$ cat config.mk
export PLATFORM = sky130hd
export DESIGN_NAME = csi_escape_stripper_top_flat
export DESIGN_NICKNAME = d
export VERILOG_FILES = /design/src/rtl/csi_pkg.sv /design/src/rtl/csi_in_if.sv /design/src/rtl/csi_out_if.sv /design/src/rtl/csi_escape_stripper_top.sv /design/src/rtl/csi_param_mem.sv /design/src/rtl/csi_scan_ctrl.sv /design/src/flat_wrapper.sv
export SDC_FILE = /design/constraint.sdc
export NUM_CORES = 1
export LEC_CHECK = 0
export BUFFER_PORTS_ARGS = -buffer_cell sky130_fd_sc_hd__buf_2
export CORE_MARGIN = 2
export CORE_UTILIZATION = 35
export CTS_CLUSTER_SIZE = 14
export DETAILED_ROUTE_END_ITERATION = 10
export GPL_ROUTABILITY_DRIVEN = 1
export REMOVE_ABC_BUFFERS = 1
export SYNTH_ARGS = -nofsm -noshare
export SYNTH_HDL_FRONTEND = slang
export SYNTH_SLANG_ARGS = --single-unit
$ cat constraint.sdc
create_clock -name clk_i -period 4.8 [get_ports clk_i]
set_input_delay 0 -clock clk_i [delete_from_list [all_inputs] [get_ports clk_i]]
set_output_delay 0 -clock clk_i [all_outputs]
set_load 0.01 [all_outputs]
$ cat src/rtl/csi_pkg.sv
package csi_pkg;

  localparam int unsigned ByteW = 8;

  localparam logic [ByteW-1:0] ChEsc     = 8'h1B;
  localparam logic [ByteW-1:0] ChBracket = 8'h5B;  // '['
  localparam logic [ByteW-1:0] ChSemi    = 8'h3B;  // ';'
  localparam logic [ByteW-1:0] ChDigit0  = 8'h30;  // '0'
  localparam logic [ByteW-1:0] ChDigit9  = 8'h39;  // '9'
  localparam logic [ByteW-1:0] ChUpA     = 8'h41;  // 'A'
  localparam logic [ByteW-1:0] ChUpK     = 8'h4B;  // 'K'
  localparam logic [ByteW-1:0] ChUpM     = 8'h4D;  // 'M'
  localparam logic [ByteW-1:0] ChUpS     = 8'h53;  // 'S'
  localparam logic [ByteW-1:0] ChUpT     = 8'h54;  // 'T'
  localparam logic [ByteW-1:0] ChLoF     = 8'h66;  // 'f'
  localparam logic [ByteW-1:0] ChLoH     = 8'h68;  // 'h'
  localparam logic [ByteW-1:0] ChLoI     = 8'h69;  // 'i'
  localparam logic [ByteW-1:0] ChLoL     = 8'h6C;  // 'l'
  localparam logic [ByteW-1:0] ChLoM     = 8'h6D;  // 'm'
  localparam logic [ByteW-1:0] ChLoN     = 8'h6E;  // 'n'
  localparam logic [ByteW-1:0] ChLoS     = 8'h73;  // 's'
  localparam logic [ByteW-1:0] ChLoU     = 8'h75;  // 'u'

  // Scanner mode
  typedef enum logic [1:0] {
    MODE_TEXT  = 2'd0,
    MODE_ESC   = 2'd1,
    MODE_PARAM = 2'd2
  } mode_e;

  // Replay sequencer for results that span several cycles
  typedef enum logic [1:0] {
    REP_IDLE    = 2'd0,
    REP_BRACKET = 2'd1,
    REP_PARAM   = 2'd2,
    REP_TAIL    = 2'd3
  } rep_state_e;

  // One result loaded into the output stage
  typedef struct packed {
    logic             vld;
    logic [ByteW-1:0] data;
    logic             data_valid;
    logic             last;
    logic             chunk_end;
  } out_load_t;

  function automatic logic is_param(input logic [ByteW-1:0] b);
    return ((b >= ChDigit0) && (b <= ChDigit9)) || (b == ChSemi);
  endfunction

  function automatic logic is_final(input logic [ByteW-1:0] b);
    logic hit;
    hit = (b >= ChUpA) && (b <= ChUpK);
    case (b)
      ChUpM, ChUpS, ChUpT, ChLoF, ChLoH, ChLoI,
      ChLoL, ChLoM, ChLoN, ChLoS, ChLoU: hit = 1'b1;
      default: ;
    endcase
    return hit;
  endfunction

endpackage

$ cat src/rtl/csi_in_if.sv
interface csi_in_if;
  import csi_pkg::*;

  logic             valid;
  logic             ready;
  logic [ByteW-1:0] in_byte;
  logic             chunk_end;

  modport source (output valid, output in_byte, output chunk_end, input ready);
  modport sink (input valid, input in_byte, input chunk_end, output ready);
endinterface

$ cat src/rtl/csi_out_if.sv
interface csi_out_if;
  import csi_pkg::*;

  logic             valid;
  logic             ready;
  logic [ByteW-1:0] out_byte;
  logic             out_valid;
  logic             out_last;
  logic             out_chunk_end;

  modport source (output valid, output out_byte, output out_valid, output out_last,
                  output out_chunk_end, input ready);
  modport sink (input valid, input out_byte, input out_valid, input out_last,
                input out_chunk_end, output ready);
endinterface

$ cat src/rtl/csi_escape_stripper_top.sv
// A byte's first result is loaded into the output register at its transfer and shows in the cycle after it.
// Throughput: one input byte per cycle when it yields a single result or an empty marker and the output is taken.
// A rejected sequence replays ESC, '[', its held parameter bytes from the parameter memory and,
// unless it is a held ESC, the ending byte, at one result per cycle while the output is taken.
// Reset (async, active low) clears mode, held count, replay state and output valid;
// the parameter memory is not cleared, entries are read only after they are written.
module csi_escape_stripper_top #(
  parameter int unsigned PARAM_DEPTH = 16
) (
  input  logic             clk_i,
  input  logic             rst_ni,
  csi_in_if.sink           in_i,
  csi_out_if.source        out_o
);
  import csi_pkg::*;

  localparam int unsigned AddrW = (PARAM_DEPTH > 1) ? $clog2(PARAM_DEPTH) : 1;
  localparam int unsigned CntW  = $clog2(PARAM_DEPTH + 1);

  out_load_t        load;
  logic             slot_free;
  logic             wr_en;
  logic [AddrW-1:0] wr_addr;
  logic [ByteW-1:0] wr_data;
  logic             rd_en;
  logic [AddrW-1:0] rd_addr;
  logic [ByteW-1:0] rd_data;
  logic             out_vld_q;
  logic [ByteW-1:0] out_byte_q;
  logic             out_valid_q;
  logic             out_last_q;
  logic             out_ce_q;

  assign slot_free = !out_vld_q || out_o.ready;

  csi_scan_ctrl #(
    .Depth (PARAM_DEPTH),
    .AddrW (AddrW),
    .CntW  (CntW)
  ) u_ctrl (
    .clk_i       (clk_i),
    .rst_ni      (rst_ni),
    .in_valid_i  (in_i.valid),
    .in_ready_o  (in_i.ready),
    .in_byte_i   (in_i.in_byte),
    .chunk_end_i (in_i.chunk_end),
    .slot_free_i (slot_free),
    .load_o      (load),
    .wr_en_o     (wr_en),
    .wr_addr_o   (wr_addr),
    .wr_data_o   (wr_data),
    .rd_en_o     (rd_en),
    .rd_addr_o   (rd_addr),
    .rd_data_i   (rd_data)
  );

  csi_param_mem #(
    .Depth (PARAM_DEPTH),
    .AddrW (AddrW)
  ) u_mem (
    .clk_i     (clk_i),
    .wr_en_i   (wr_en),
    .wr_addr_i (wr_addr),
    .wr_data_i (wr_data),
    .rd_en_i   (rd_en),
    .rd_addr_i (rd_addr),
    .rd_data_o (rd_data)
  );

  // Hold the output transfer until taken
  always_ff @(posedge clk_i or negedge rst_ni) begin
    if (!rst_ni) begin
      out_vld_q <= 1'b0;
    end else if (slot_free) begin
      out_vld_q <= load.vld;
    end
  end

  always_ff @(posedge clk_i) begin
    if (slot_free && load.vld) begin
      out_byte_q  <= load.data;
      out_valid_q <= load.data_valid;
      out_last_q  <= load.last;
      out_ce_q    <= load.chunk_end;
    end
  end

  assign out_o.valid         = out_vld_q;
  assign out_o.out_byte      = out_byte_q;
  assign out_o.out_valid     = out_valid_q;
  assign out_o.out_last      = out_last_q;
  assign out_o.out_chunk_end = out_ce_q;
endmodule

$ cat src/rtl/csi_param_mem.sv
module csi_param_mem #(
  parameter int unsigned Depth = 16,
  parameter int unsigned AddrW = 4
) (
  input  logic                      clk_i,
  input  logic                      wr_en_i,
  input  logic [AddrW-1:0]          wr_addr_i,
  input  logic [csi_pkg::ByteW-1:0] wr_data_i,
  input  logic                      rd_en_i,
  input  logic [AddrW-1:0]          rd_addr_i,
  output logic [csi_pkg::ByteW-1:0] rd_data_o
);
  import csi_pkg::*;

  logic [ByteW-1:0] mem [Depth];
  logic [ByteW-1:0] rd_data_q;

  // Write held parameter bytes
  always_ff @(posedge clk_i) begin
    if (wr_en_i) begin
      mem[wr_addr_i] <= wr_data_i;
    end
  end

  // Registered read, data holds until the next read
  always_ff @(posedge clk_i) begin
    if (rd_en_i) begin
      rd_data_q <= mem[rd_addr_i];
    end
  end

  assign rd_data_o = rd_data_q;
endmodule

$ cat src/rtl/csi_scan_ctrl.sv
module csi_scan_ctrl #(
  parameter int unsigned Depth = 16,
  parameter int unsigned AddrW = 4,
  parameter int unsigned CntW  = 5
) (
  input  logic                      clk_i,
  input  logic                      rst_ni,
  input  logic                      in_valid_i,
  output logic                      in_ready_o,
  input  logic [csi_pkg::ByteW-1:0] in_byte_i,
  input  logic                      chunk_end_i,
  input  logic                      slot_free_i,
  output csi_pkg::out_load_t        load_o,
  output logic                      wr_en_o,
  output logic [AddrW-1:0]          wr_addr_o,
  output logic [csi_pkg::ByteW-1:0] wr_data_o,
  output logic                      rd_en_o,
  output logic [AddrW-1:0]          rd_addr_o,
  input  logic [csi_pkg::ByteW-1:0] rd_data_i
);
  import csi_pkg::*;

  mode_e            mode_q, mode_d;
  rep_state_e       rep_q, rep_d, acc_rep;
  logic [CntW-1:0]  count_q, count_d;
  logic [CntW-1:0]  rep_cnt_q, rep_cnt_d;
  logic [AddrW-1:0] idx_q, idx_d;
  logic [ByteW-1:0] tail_q, tail_d;
  logic             tail_en_q, tail_en_d;
  logic             ce_q, ce_d;
  logic             accept;
  logic             b_esc_hold;
  logic             par_last;
  logic [CntW-1:0]  idx_next;
  out_load_t        acc_load;
  out_load_t        marker;

  assign in_ready_o = (rep_q == REP_IDLE) && slot_free_i;
  assign accept     = in_valid_i && in_ready_o;
  assign b_esc_hold = (in_byte_i == ChEsc) && !chunk_end_i;
  assign idx_next   = CntW'(idx_q) + CntW'(1);
  assign par_last   = (idx_next == rep_cnt_q);

  always_comb begin
    marker = '{vld: 1'b1, data: '0, data_valid: 1'b0, last: 1'b1, chunk_end: chunk_end_i};
  end

  // Decode an accepted byte: immediate result, mode update and replay start
  always_comb begin
    acc_load  = marker;
    acc_rep   = REP_IDLE;
    mode_d    = mode_q;
    count_d   = count_q;
    rep_cnt_d = rep_cnt_q;
    tail_d    = tail_q;
    tail_en_d = tail_en_q;
    ce_d      = ce_q;
    wr_en_o   = 1'b0;
    wr_addr_o = AddrW'(count_q);
    wr_data_o = in_byte_i;
    if (accept) begin
      ce_d   = chunk_end_i;
      tail_d = in_byte_i;
      unique case (mode_q)
        MODE_ESC: begin
          if (in_byte_i == ChBracket) begin
            count_d = '0;
            mode_d  = chunk_end_i ? MODE_TEXT : MODE_PARAM;
          end else if (b_esc_hold) begin
            // ESC then ESC: emit the first, hold the second
            acc_load = '{vld: 1'b1, data: ChEsc, data_valid: 1'b1, last: 1'b1,
                         chunk_end: chunk_end_i};
          end else begin
            acc_load = '{vld: 1'b1, data: ChEsc, data_valid: 1'b1, last: 1'b0,
                         chunk_end: 1'b0};
            acc_rep  = REP_TAIL;
            mode_d   = MODE_TEXT;
          end
        end
        MODE_PARAM: begin
          if (is_param(in_byte_i) && chunk_end_i) begin
            // drop the unfinished sequence
            count_d = '0;
            mode_d  = MODE_TEXT;
          end else if (is_param(in_byte_i) && (count_q < CntW'(Depth))) begin
            wr_en_o = 1'b1;
            count_d = count_q + CntW'(1);
          end else if (is_final(in_byte_i) && !is_param(in_byte_i)) begin
            count_d = '0;
            mode_d  = MODE_TEXT;
          end else begin
            // flush ESC, '[', held bytes and maybe this byte as text
            acc_load  = '{vld: 1'b1, data: ChEsc, data_valid: 1'b1, last: 1'b0,
                          chunk_end: 1'b0};
            acc_rep   = REP_BRACKET;
            rep_cnt_d = count_q;
            count_d   = '0;
            if (!is_param(in_byte_i) && b_esc_hold) begin
              tail_en_d = 1'b0;
              mode_d    = MODE_ESC;
            end else begin
              tail_en_d = 1'b1;
              mode_d    = MODE_TEXT;
            end
          end
        end
        default: begin
          mode_d = MODE_TEXT;
          if (b_esc_hold) begin
            mode_d = MODE_ESC;
          end else begin
            acc_load = '{vld: 1'b1, data: in_byte_i, data_valid: 1'b1, last: 1'b1,
                         chunk_end: chunk_end_i};
          end
        end
      endcase
    end
  end

  // Next replay state
  always_comb begin
    rep_d = rep_q;
    unique case (rep_q)
      REP_IDLE: begin
        if (accept) begin
          rep_d = acc_rep;
        end
      end
      REP_BRACKET: begin
        if (slot_free_i) begin
          if (rep_cnt_q != '0) begin
            rep_d = REP_PARAM;
          end else begin
            rep_d = tail_en_q ? REP_TAIL : REP_IDLE;
          end
        end
      end
      REP_PARAM: begin
        if (slot_free_i && par_last) begin
          rep_d = tail_en_q ? REP_TAIL : REP_IDLE;
        end
      end
      REP_TAIL: begin
        if (slot_free_i) begin
          rep_d = REP_IDLE;
        end
      end
      default: rep_d = REP_IDLE;
    endcase
  end

  // Replay outputs and memory reads
  always_comb begin
    load_o    = '{vld: 1'b0, data: '0, data_valid: 1'b0, last: 1'b0, chunk_end: 1'b0};
    rd_en_o   = 1'b0;
    rd_addr_o = '0;
    idx_d     = idx_q;
    unique case (rep_q)
      REP_IDLE: begin
        if (accept) begin
          load_o = acc_load;
        end
      end
      REP_BRACKET: begin
        if (slot_free_i) begin
          load_o.vld        = 1'b1;
          load_o.data       = ChBracket;
          load_o.data_valid = 1'b1;
          load_o.last       = (rep_cnt_q == '0) && !tail_en_q;
          load_o.chunk_end  = load_o.last && ce_q;
          // fetch the first held byte
          rd_en_o = (rep_cnt_q != '0);
          idx_d   = '0;
        end
      end
      REP_PARAM: begin
        if (slot_free_i) begin
          load_o.vld        = 1'b1;
          load_o.data       = rd_data_i;
          load_o.data_valid = 1'b1;
          load_o.last       = par_last && !tail_en_q;
          load_o.chunk_end  = load_o.last && ce_q;
          if (!par_last) begin
            rd_en_o   = 1'b1;
            rd_addr_o = AddrW'(idx_next);
            idx_d     = AddrW'(idx_next);
          end
        end
      end
      REP_TAIL: begin
        if (slot_free_i) begin
          load_o = '{vld: 1'b1, data: tail_q, data_valid: 1'b1, last: 1'b1,
                     chunk_end: ce_q};
        end
      end
      default: ;
    endcase
  end

  // Control state
  always_ff @(posedge clk_i or negedge rst_ni) begin
    if (!rst_ni) begin
      mode_q  <= MODE_TEXT;
      rep_q   <= REP_IDLE;
      count_q <= '0;
    end else begin
      mode_q  <= mode_d;
      rep_q   <= rep_d;
      count_q <= count_d;
    end
  end

  // Replay context
  always_ff @(posedge clk_i) begin
    rep_cnt_q <= rep_cnt_d;
    idx_q     <= idx_d;
    tail_q    <= tail_d;
    tail_en_q <= tail_en_d;
    ce_q      <= ce_d;
  end
endmodule
$ cat src/flat_wrapper.sv
// flat-port wrapper written by rule: the top's interface ports become plain ports
module csi_escape_stripper_top_flat import csi_pkg::*;
#(
  parameter int unsigned PARAM_DEPTH = 16
)
  (clk_i, rst_ni, in_i_valid, in_i_in_byte, in_i_chunk_end, in_i_ready, out_o_valid, out_o_out_byte, out_o_out_valid, out_o_out_last, out_o_out_chunk_end, out_o_ready);
  csi_in_if in_i_i ();
  csi_out_if out_o_i ();
  input  logic clk_i;
  input  logic rst_ni;
  input wire logic [$bits(in_i_i.valid)-1:0] in_i_valid;
  input wire logic [$bits(in_i_i.in_byte)-1:0] in_i_in_byte;
  input wire logic [$bits(in_i_i.chunk_end)-1:0] in_i_chunk_end;
  output wire logic [$bits(in_i_i.ready)-1:0] in_i_ready;
  output wire logic [$bits(out_o_i.valid)-1:0] out_o_valid;
  output wire logic [$bits(out_o_i.out_byte)-1:0] out_o_out_byte;
  output wire logic [$bits(out_o_i.out_valid)-1:0] out_o_out_valid;
  output wire logic [$bits(out_o_i.out_last)-1:0] out_o_out_last;
  output wire logic [$bits(out_o_i.out_chunk_end)-1:0] out_o_out_chunk_end;
  input wire logic [$bits(out_o_i.ready)-1:0] out_o_ready;
  assign in_i_i.valid = in_i_valid;
  assign in_i_i.in_byte = in_i_in_byte;
  assign in_i_i.chunk_end = in_i_chunk_end;
  assign in_i_ready = in_i_i.ready;
  assign out_o_valid = out_o_i.valid;
  assign out_o_out_byte = out_o_i.out_byte;
  assign out_o_out_valid = out_o_i.out_valid;
  assign out_o_out_last = out_o_i.out_last;
  assign out_o_out_chunk_end = out_o_i.out_chunk_end;
  assign out_o_i.ready = out_o_ready;
  csi_escape_stripper_top #(.PARAM_DEPTH(PARAM_DEPTH)) u_core (.clk_i(clk_i), .rst_ni(rst_ni), .in_i(in_i_i), .out_o(out_o_i));
endmodule
==> impl_results.md <==
- Max transition margin: 0.0896
- Worst-skew pair later-pin latency: ~430 ps
- Register area: about 0.0052 sq mm
- Sequential element share of the synthesized area: 0.672
- Drt total wl: ~19 mm
- DRC: 0
- Footprint of the multi-input gates: 0.00237 sq mm
- Final Total Pwr: 4.56 mW
- Comb pwr share: 0.270
- Final clock skew: 10.7 ps
- Detail Route Antenna Nets: 0
- Post-Synthesis Cells: around 570
- Ports: 26
- Final period util: 0.729
- Sw Share: 0.334
- Minimum clock period: 3500 ps
- Post-DR vias/cell: between 5 and 6
- Die width: 153 microns
- Crit start category: flip-flop
- P&R area growth vs syn: 13.1%
- R2r startpoint: u_core.u_ctrl.rep_q[0]$_DFFE_PN0P_
- Maxcap violations: 0
- Starting Density: 0.357
- R2R setup slack: 1300 ps
- Post-synth EDFFs: 166
- Fin. max-slew vios: 0
- Asr flop ratio synth: 0.0568
- RSZ-0062 raised after global routing: no
- Placed insts: 856
- Internal power: 3.04 mW
- Slowest Stage Delay on Critical Path: slightly below 800 ps
- Most frequent cells in the layout: edfxtp_1 (166), nand2_1 (62), a21oi_1 (36)
- Drt pass-1 iters: 5
- Area share of the largest cell type after synthesis: 0.640
- Num rows: 54
- Switch Pwr: between 1.5 and 2 mW
- Ant. Diodes: 0
- Fillers: around 2,000
- CP Data Arrival Time: roughly 3700 ps
- Vias after detailed routing: 4,900
- CTS tree: yes
- RR Endpoint: u_core.u_mem.rd_data_o[6]$_DFFE_PP_
- Hold depth: 1
- Hold/Removal Path Class: input port to flip-flop
- H-tree levels: 4
- Post-CTS Setup Inserts: 0
- Worst setup path start: u_core.u_ctrl.rep_q[0]$_DFFE_PN0P_
- F_max: 0.286 GHz
- Finished Cell Area: 0.00881 sq mm
- Most common cell after layout, fill and taps aside: edfxtp_1
- Worst Tran Pin Value: 1340 ps
- First-pass GRT wire length: 29.1 mm
- Worst path cell trace: inv_1, ha_1, inv_2, or3_1, buf_4, a21oi_1, nand3b_1, a31oi_1, nand4b_1
- CTS Buffer Depth: 2
- Post-cts sizing count: 0
- Min-Delay Endpoint: u_core.u_mem.mem[14][6]$_DFFE_PP_
- Crit-path slowest cell: a21oi_1
- Pwr Density: about 520 mW/mm^2
- Starting DRT DRC Count: between 500 and 600
- Final #Nets: just over 600
- Status: complete, no violations
- Core area: about 0.022 sq mm
- Endpoints failing hold: 0
- Area leader, netlist: edfxtp_1
- Register-to-Register Path Depth: 9
- Setup tns final: 0 ps
- Clk pwr share: 0.295
- Post-DR wirelength/cell: 20.9 microns
- Distinct cell type count after synthesis: 69
- Setup-failing EPs final: 0
- Yosys warnings: 0
- Die footprint: 0.0235 sq mm
- Clk sinks: between 150 and 200
- #FFs+latches synth: around 180
- Root Buffer: clkbuf_16
- Die H: 153 microns
- Final core utilization: 0.404
- DP HPWL: 12.5 mm
- Maximum VDD drop: roughly 0.21 mV
- Post-Layout Cell Count: 891
- Placer congestion estimate: 0.881
- Critical path capture point type: flip-flop
- Flop pwr share: 0.436
- Syn Area/Cell: 13.7 sq um
- Main area contributors after synthesis: edfxtp_1 (64%), dfrtp_1 (3.2%), nand2_1 (3.0%)
- Share of cells above drive strength 1: 0.157
- CP Class: flip-flop to flip-flop
- Min-delay src: in_i_in_byte[6]
- Clk slew on worst S/H paths: 70 ps
- Vias in the first global route: 4,853
- DP Area: 0.00819 sq mm
- Port Buffers: 25
- Grt ovf: 0
- CTS buffer count: 17
- Initial antenna violation count: 0
- Largest net degree at the start of global routing: 31
- CP max FO: 28
- Leakage: 2.98 nW
- GRT Util Overall: 0.163
- Top FF cell, synth: edfxtp_1
- Critical Path RT: roughly 5000 ps
- Mapped Area: 0.00779 sq mm
final cells by class:
class / count / share of cell area
clock buffer: 18 / 0.0487
clock inverter: 14 / 0.0176
multi-input combinational: 351 / 0.269
inverter: 18 / 0.00767
tap: 280 / 0.0398
timing repair buffer: 34 / 0.0227
sequential: 176 / 0.594
critical path, delay by kind of cell (launching register included):
family | cells | cell delay (ps)
AOI/OAI and AO/OA | 2 | 980
and+or+nand+nor | 3 | 690
buffers and inverters | 3 | 580
adders and majority gates | 1 | 540
DFF | 1 | 410
cells in the mapped netlist (3+ instances only):
library cell	instances
a221o_1	8
a222oi_1	6
o21ai_0	16
nor2_1	25
o211ai_1	11
nand3b_1	3
nand2b_1	7
a211o_1	5
clkbuf_1	8
inv_1	17
and2_1	14
mux2i_1	9
nand4_1	10
xnor2_1	3
o31ai_1	3
nand2_1	62
xor2_1	3
and2_2	4
edfxtp_1	166
or3_1	3
a31oi_1	3
nor3_1	12
a22oi_1	4
buf_2	10
ha_1	12
a221oi_1	7
nand3_1	15
nor2b_1	3
dfrtp_1	10
mux2_2	15
a21oi_1	36
and3_1	3
o32ai_1	5
o22a_1	6
per-layer routing:
metal,global-route usage,share of wire,vias to the layer above
met1,0.220,0.44,2435
met3,0.0349,0.052,23
met5,0,0,-
met2,0.263,0.49,163
li1,-,-,2279
met4,0.0564,0.018,0
worst max-delay path by stage:
stage | end | depth (start not counted)
2_1_floorplan | u_core.u_mem.rd_data_o[0]$_DFFE_PP_ | 7
3_3_place_gp | u_core.u_mem.rd_data_o[3]$_DFFE_PP_ | 9
3_5_place_dp | u_core.u_mem.rd_data_o[6]$_DFFE_PP_ | 9
4_1_cts | u_core.u_mem.rd_data_o[6]$_DFFE_PP_ | 9
5_1_grt | u_core.u_mem.rd_data_o[6]$_DFFE_PP_ | 9
6_report | u_core.u_mem.rd_data_o[6]$_DFFE_PP_ | 9
metrics by stage:
| stage | worst slack, ps | hold slack [ps] |
|---|---|---|
| 2_1_floorplan | 1100 | -296 |
| 3_3_place_gp | 1440 | -109 |
| 3_5_place_dp | 1370 | -99.7 |
| 4_1_cts | 1340 | 29.7 |
| 5_1_grt | 1070 | 35.1 |
| 6_report | 1300 | 38.7 |
kinds of logic (layout without fill, tap and decap cells):
group                      after synthesis  count (layout)  share of synthesized area
buffers and inverters                   40              84                     0.0238
muxes                                   24              24                     0.0333
xor gates and xnor gates                 8               8                     0.0117
and+or+nand+nor                        176             176                      0.116
DFF                                    176             176                      0.672
adders and majority gates               12              12                     0.0193
AOI/OAI and AO/OA                      131             131                      0.124
flip-flops by register name, summed over array words and instances, names as in the netlist, 4 cells and up:
register,cells
u_core.u_mem.mem,128
u_core.out_o.out_byte,8
u_core.u_ctrl.tail_q,8
u_core.u_mem.rd_data_o,8
u_core.u_ctrl.count_q,5
u_core.u_ctrl.rep_cnt_q,5
u_core.u_ctrl.idx_q,4
timing repair:
action                     in CTS  in global routing
hold buffers                    3                  0
hold endpoints to repair       15                  0
setup endpoints to repair       0                  0
power by group through the flow:
stage | Combinational, mW | Clock (mW) | Sequential (mW)
6_report | 1.23 | 1.35 | 1.99
5_1_grt | 1.35 | 1.43 | 2.00
4_1_cts | 1.23 | 1.36 | 1.99
3_5_place_dp | 1.22 | 0 | 2.02
3_3_place_gp | 1.20 | 0 | 2.01
2_1_floorplan | 0.795 | 0 | 2.00
Power figures use the tool's default switching activity.
